[src/lik_pkg.sv]
// ----------------------------------------------------------------------------
// lik_pkg
// Shared types, constants and helpers for the leg inverse kinematics block.
// ----------------------------------------------------------------------------
package lik_pkg;

  localparam int CORDIC_STEPS    = 16;
  localparam int ANGLE_FRAC_BITS = 6;
  localparam int ANG_ONE_SHIFT   = 16;
  localparam int ANG_W           = 28;
  localparam int NORM_STEPS      = 5;
  localparam int CORDIC_LAT      = NORM_STEPS + CORDIC_STEPS;
  localparam int ISQ_STEPS       = 31;
  localparam int RAD_W           = 2 * ISQ_STEPS;
  localparam int FQ_DEPTH        = 4;
  localparam int OQ_DEPTH        = 2;
  localparam int ATAN_LEN        = 24;

  localparam logic [13:0] UPPER_RESET = 14'd6554;
  localparam logic [13:0] LOWER_RESET = 14'd6042;

  localparam int ANG_SH   = ANG_ONE_SHIFT - ANGLE_FRAC_BITS;
  localparam int ANG_HALF = 1 << (ANG_SH - 1);
  localparam int ANG_UNIT = 1 << ANGLE_FRAC_BITS;
  localparam int YAW_LO   = -90 * ANG_UNIT;
  localparam int YAW_HI   = 90 * ANG_UNIT;
  localparam int PITCH_LO = -90 * ANG_UNIT;
  localparam int PITCH_HI = 180 * ANG_UNIT;
  localparam int KNEE_LO  = -180 * ANG_UNIT;
  localparam int KNEE_HI  = 0;

  localparam logic signed [ANG_W-1:0] ANG_90  = ANG_W'(90 * 65536);
  localparam logic signed [ANG_W-1:0] ANG_180 = ANG_W'(180 * 65536);

  // atan(2^-i) in degrees, 16 fraction bits
  localparam logic [21:0] ATAN_TAB [0:ATAN_LEN-1] = '{
    22'd2949120, 22'd1740967, 22'd919879, 22'd466945, 22'd234379, 22'd117304,
    22'd58666, 22'd29335, 22'd14668, 22'd7334, 22'd3667, 22'd1833,
    22'd917, 22'd458, 22'd229, 22'd115, 22'd57, 22'd29,
    22'd14, 22'd7, 22'd4, 22'd2, 22'd1, 22'd0
  };

  typedef struct packed {
    logic signed [14:0] x;
    logic signed [14:0] y;
    logic signed [14:0] z;
    logic [29:0]        h2;
    logic signed [31:0] n;
    logic [29:0]        d;
    logic signed [31:0] m;
    logic               reach;
  } lik_item_t;

  typedef struct packed {
    logic neg_n;
    logic yzero;
    logic xpos;
    logic xneg;
    logic xy0;
    logic reach;
  } lik_post_t;

  typedef struct packed {
    logic signed [13:0] hip_yaw;
    logic signed [14:0] hip_pitch;
    logic signed [14:0] knee_angle;
    logic               reachable;
  } lik_result_t;

  // round half up to output units, then clamp
  function automatic logic signed [15:0] sat_angle(input logic signed [ANG_W-1:0] a,
                                                   input int lo, input int hi);
    logic signed [ANG_W-1:0] r;
    r = (a + ANG_W'(ANG_HALF)) >>> ANG_SH;
    if (r < lo) r = ANG_W'(lo);
    if (r > hi) r = ANG_W'(hi);
    return 16'(r);
  endfunction

endpackage

[src/lik_front.sv]
// ----------------------------------------------------------------------------
// lik_front
// Takes targets, forms squares and the law of cosines terms, flags reach,
// and holds classified requests in a short queue for the back end.
// ----------------------------------------------------------------------------
module lik_front import lik_pkg::*; (
  input  logic               clk,
  input  logic               rst,
  input  logic               push,
  output logic               full,
  input  logic signed [14:0] target_x,
  input  logic signed [14:0] target_y,
  input  logic signed [14:0] target_z,
  input  logic [13:0]        upper_len,
  input  logic [13:0]        lower_len,
  output lik_item_t          q_item,
  output logic               q_avail,
  input  logic               q_pop
);

  localparam int FQ_AW = $clog2(FQ_DEPTH);
  localparam int FQ_CW = $clog2(FQ_DEPTH + 1);

  logic accept;
  assign accept = push && !full;

  logic               f1_v;
  logic signed [14:0] fx, fy, fz;
  logic [28:0]        xx, yy, zz;
  logic [27:0]        l1sq, l2sq, l12;
  logic signed [29:0] xsq, ysq, zsq;

  assign xsq = target_x * target_x;
  assign ysq = target_y * target_y;
  assign zsq = target_z * target_z;

  always_ff @(posedge clk) begin
    if (rst) begin
      f1_v <= 1'b0;
    end else begin
      f1_v <= accept;
    end
    if (accept) begin
      fx   <= target_x;
      fy   <= target_y;
      fz   <= target_z;
      xx   <= xsq[28:0];
      yy   <= ysq[28:0];
      zz   <= zsq[28:0];
      l1sq <= upper_len * upper_len;
      l2sq <= lower_len * lower_len;
      l12  <= upper_len * lower_len;
    end
  end

  logic [29:0]        h2;
  logic [30:0]        r2;
  logic signed [31:0] n, m, dd;
  lik_item_t          item;

  always_comb begin
    h2 = {1'b0, xx} + {1'b0, yy};
    r2 = {1'b0, h2} + {2'b0, zz};
    n  = $signed({4'b0, l1sq}) + $signed({4'b0, l2sq}) - $signed({1'b0, r2});
    m  = $signed({4'b0, l1sq}) + $signed({1'b0, r2}) - $signed({4'b0, l2sq});
    dd = $signed({3'b0, l12, 1'b0});
    item.x     = fx;
    item.y     = fy;
    item.z     = fz;
    item.h2    = h2;
    item.n     = n;
    item.d     = {1'b0, l12, 1'b0};
    item.m     = m;
    item.reach = (r2 != '0) && (n <= dd) && (n >= -dd);
  end

  lik_item_t        fq_mem [FQ_DEPTH];
  logic [FQ_AW-1:0] wp, rp;
  logic [FQ_CW-1:0] cnt;
  logic             do_pop;

  assign do_pop  = q_pop && (cnt != '0);
  assign q_avail = (cnt != '0);
  assign q_item  = fq_mem[rp];
  // one slot is held back for the request sitting in the square stage
  assign full = ((FQ_CW+1)'(cnt) + (FQ_CW+1)'(f1_v)) >= (FQ_CW+1)'(FQ_DEPTH);

  always_ff @(posedge clk) begin
    if (rst) begin
      wp  <= '0;
      rp  <= '0;
      cnt <= '0;
    end else begin
      if (f1_v) wp <= wp + 1'b1;
      if (do_pop) rp <= rp + 1'b1;
      cnt <= cnt + FQ_CW'(f1_v) - FQ_CW'(do_pop);
    end
    if (f1_v) fq_mem[wp] <= item;
  end

endmodule

[config.mk]
export PLATFORM = sky130hd
export DESIGN_NAME = lik_front
export DESIGN_NICKNAME = d
export VERILOG_FILES = /design/src/lik_pkg.sv /design/src/lik_front.sv
export SDC_FILE = /design/constraint.sdc
export NUM_CORES = 2
export LEC_CHECK = 0
export BUFFER_PORTS_ARGS = -buffer_cell sky130_fd_sc_hd__buf_2
export CAP_MARGIN = 20
export CORE_ASPECT_RATIO = 0.5
export CORE_MARGIN = 1.5
export CORE_UTILIZATION = 45
export CTS_CLUSTER_SIZE = 24
export DETAILED_ROUTE_END_ITERATION = 8
export HOLD_SLACK_MARGIN = 0.08
export PLACE_DENSITY = 0.64
export REMOVE_ABC_BUFFERS = 1
export SLEW_MARGIN = 5
export SYNTH_ARGS = -nofsm -noshare
export SYNTH_HDL_FRONTEND = slang
export SYNTH_SLANG_ARGS = --single-unit
export TNS_END_PERCENT = 30
[constraint.sdc]
create_clock -name clk -period 13.3 [get_ports clk]
set_clock_uncertainty 0.2 [all_clocks]
set_input_delay 0.665 -clock clk [delete_from_list [all_inputs] [get_ports clk]]
set_output_delay 0.665 -clock clk [all_outputs]
set_load 0.03 [all_outputs]
==> results.md <==
- Slowest cell on the critical path: a2111oi_0
- Max_slew headroom: 27.8%
- # rows: 107
- Critical Path Start Type: register
- Post-cts sizing count: 0
- Global-route wire length before repair: 279,000 um
- Library cells used by synthesis: 82
- Crit. End Element: register
- WP buf/inv: 3
- Hpwl dp: 132,000 um
- Drt initial violations: 2,824
- Initial antenna violation count: 9
- NumNets Final: 8,374
- Cell type with the largest total area after synthesis: edfxtp_1
- Clock-pin slew on the worst setup and hold paths: 60 ps
- R2R depth: 37
- Vias: 46,551
- Fin. max-slew vios: 0
- FF-to-FF setup slack: 3290 ps
- Status: finished clean
- CP arrival: 10,230 ps
- DRT Pass-1 Iters: 5
- FILL cells: 15,072
- Async SR Flop Fraction: 0%
- Post-route setup TNS: 0 ps
- Min-delay worst type: input port to register
- FF-to-FF Start: xx[3]$_DFFE_PP_
- CP peak stage delay: 590 ps
- Clock sink total: 886
- Initial Util: 45.4%
- Cell with the most instances after synthesis: inv_1
- Routed vias/inst: 5.20
- CTS Buffer Depth: 3
- Clk_lat worst skew: around 730 ps
- Placer Congestion: 0.877
- Synth-to-layout area growth: 8.62%
- Max Fclk: approximately 100 MHz
- EDFF count, synth: a little under 900
- Die area: 175,000 um2
- Finish-stage setup viols: 0
- Sequential share of the synthesized area: 34.2%
- List of most frequent post-synthesis cells: 1,263 x inv_1, 1,011 x fa_1, 876 x edfxtp_1
- Num CTS Buffers: 86
- Worst R2R End: fq_mem[3][0]$_DFFE_PP_
- Area share of the largest cell type after synthesis: about 34%
- CTS tree: done
- Final Cycle Share: 75.2%
- Least-Margin Pin Slew: 1080 ps
- Final wirelength: about 170,000 um
- Pin count of the biggest net entering global routing: 137
- Post-CTS Setup Bufs: 0
- Drt wl/cell: 19.4 um
- Synth Flop Type: edfxtp_1
- CTS HTree Levels: 3
- Critical path depth: 37
- Die X-Extent: 590 um
- Core area: 171,000 um2
- RSZ-0062 raised after global routing: false
- Synth area leaders: edfxtp_1 34%, fa_1 26%, ha_1 11%, inv_1 6.1%, mux4_2 4.8%
- Die H: between 200 and 300 um
- Layout cells sized above 1: approximately a tenth
- # port buffers: 246
- Startpoint of the worst hold path: target_z[6]
- Hold Vio Cnt, Final: 0
- Vias in the first global route: 50,444
- Crit Path Max Fanout: 7
- Yosys warns: 0
- DR DRC count: 0
- Setup CP Type: register to register
- Req. time, crit path: 13,520 ps
- Core Util, Final: about half
- Kind of cell adding the most delay to the critical path: compound AO/OA/AOI/OAI gates
- DRT antenna net count: 0
- Mapped Avg Cell Area: roughly 12 um2
- Hold endpoint: fz[6]$_DFFE_PP_
- Post-Syn Instances: approximately 6,400
- Max cap viols: 0
- Yosys reg bits: 886
- Hold depth: 1
- GR Overflow Total: 0
- Final min period: 10,010 ps
- I/O pin count: 249
- Cell Area, Synth: approximately 78,000 um2
- Overall Global Routing Usage: roughly a fifth
- CTS root buf: clkbuf_16
==> cells by family after synthesis <==
kind of cell / count (synthesis) / synth area share [%]
AOI/OAI and AO/OA: 589 / 5.01
buffers and inverters: 1431 / 6.94
other: 1 / 0.00483
muxes: 174 / 4.95
and+or+nand+nor: 1278 / 8.11
DFF: 886 / 34.2
xor gates and xnor gates: 318 / 3.59
adders and majority gates: 1702 / 37.2
==> sequential cells by signal, indices dropped and copies added (netlist names), named ones only <==
signal	count
fy	15
zz	27
l12	28
f1_v	1
xx	27
yy	27
rp	2
wp	2
l1sq	27
cnt	3
l2sq	27
fx	15
fz	15
fq_mem	668
==> layout by cell type (no fill, tap or decap), drive strengths merged, types with 104 or more instances in the layout <==
cell    Yosys  routed
inv      1264    1273
fa       1011    1011
edfxtp    876     876
ha        690     690
nand2     438     438
and2      299     299
buf        35     289
xnor2     224     224
nor2      221     221
a21oi     185     185
mux4      167     167
clkbuf    128     104
==> per-stage QoR <==
stage / worst slack, ps / instances / cell area [um2] / hold slack (ps)
after CTS: 3370 / 8956 / 84300 / 95.8
after global routing: 2510 / 8958 / 84300 / 144
final: 3290 / 8958 / 84300 / 168
after global placement: 3570 / 8796 / 81400 / 278
after detailed placement: 3470 / 8796 / 81400 / 286
after floorplan: 2300 / 6218 / 77000 / 259
==> area by class of cell <==
cell class / instances / area [um2] / share of cell area (%)
clock inverters: 55 / 569 / 0.676
well taps: 2289 / 2860 / 3.40
repair buffers: 290 / 1580 / 1.87
diodes: 2 / 5.00 / 0.00594
multi-input cells: 4064 / 45700 / 54.3
clock buffers: 104 / 2260 / 2.68
flip-flops and latches: 886 / 26500 / 31.5
inverters: 1268 / 4760 / 5.65
==> worst reg2reg max path: cells and delay by family, from the launching register on <==
kind            cells  cell delay (ps)
compound gates     16             3510
fa+ha+maj           6             2360
simple gates        9             1720
xor+xnor            3             1290
flops               1              390
buf+inv             3              270
==> repair_timing <==
| action | 4_1_cts | 5_1_grt |
|---|---|---|
| endpoints found under the setup margin | 0 | 0 |
| endpoints found under the hold margin | 10 | 0 |
| hold buffers | 1 | 0 |
==> layer usage <==
| layer | track usage (%) | share of wire (%) | up-vias |
|---|---|---|---|
| li1 | - | - | 21440 |
| met1 | 26.9 | 43 | 24058 |
| met2 | 36.9 | 51 | 878 |
| met3 | 2.87 | 4.7 | 167 |
| met4 | 5.16 | 2.2 | 8 |
| met5 | 0 | 0.022 | - |
==> how the worst max path moves through the flow <==
stage / from / to
after floorplan: f1_v$_SDFF_PP0_ / fx[0]$_DFFE_PP_
after global placement: xx[3]$_DFFE_PP_ / fq_mem[1][0]$_DFFE_PP_
after detailed placement: xx[3]$_DFFE_PP_ / fq_mem[2][0]$_DFFE_PP_
after CTS: xx[3]$_DFFE_PP_ / fq_mem[3][0]$_DFFE_PP_
after global routing: xx[3]$_DFFE_PP_ / fq_mem[3][0]$_DFFE_PP_
final: xx[3]$_DFFE_PP_ / fq_mem[3][0]$_DFFE_PP_
Power is left out: the tool's default activity adds up to more than one toggle a clock period on the data nets, which glitch-free logic cannot reach.
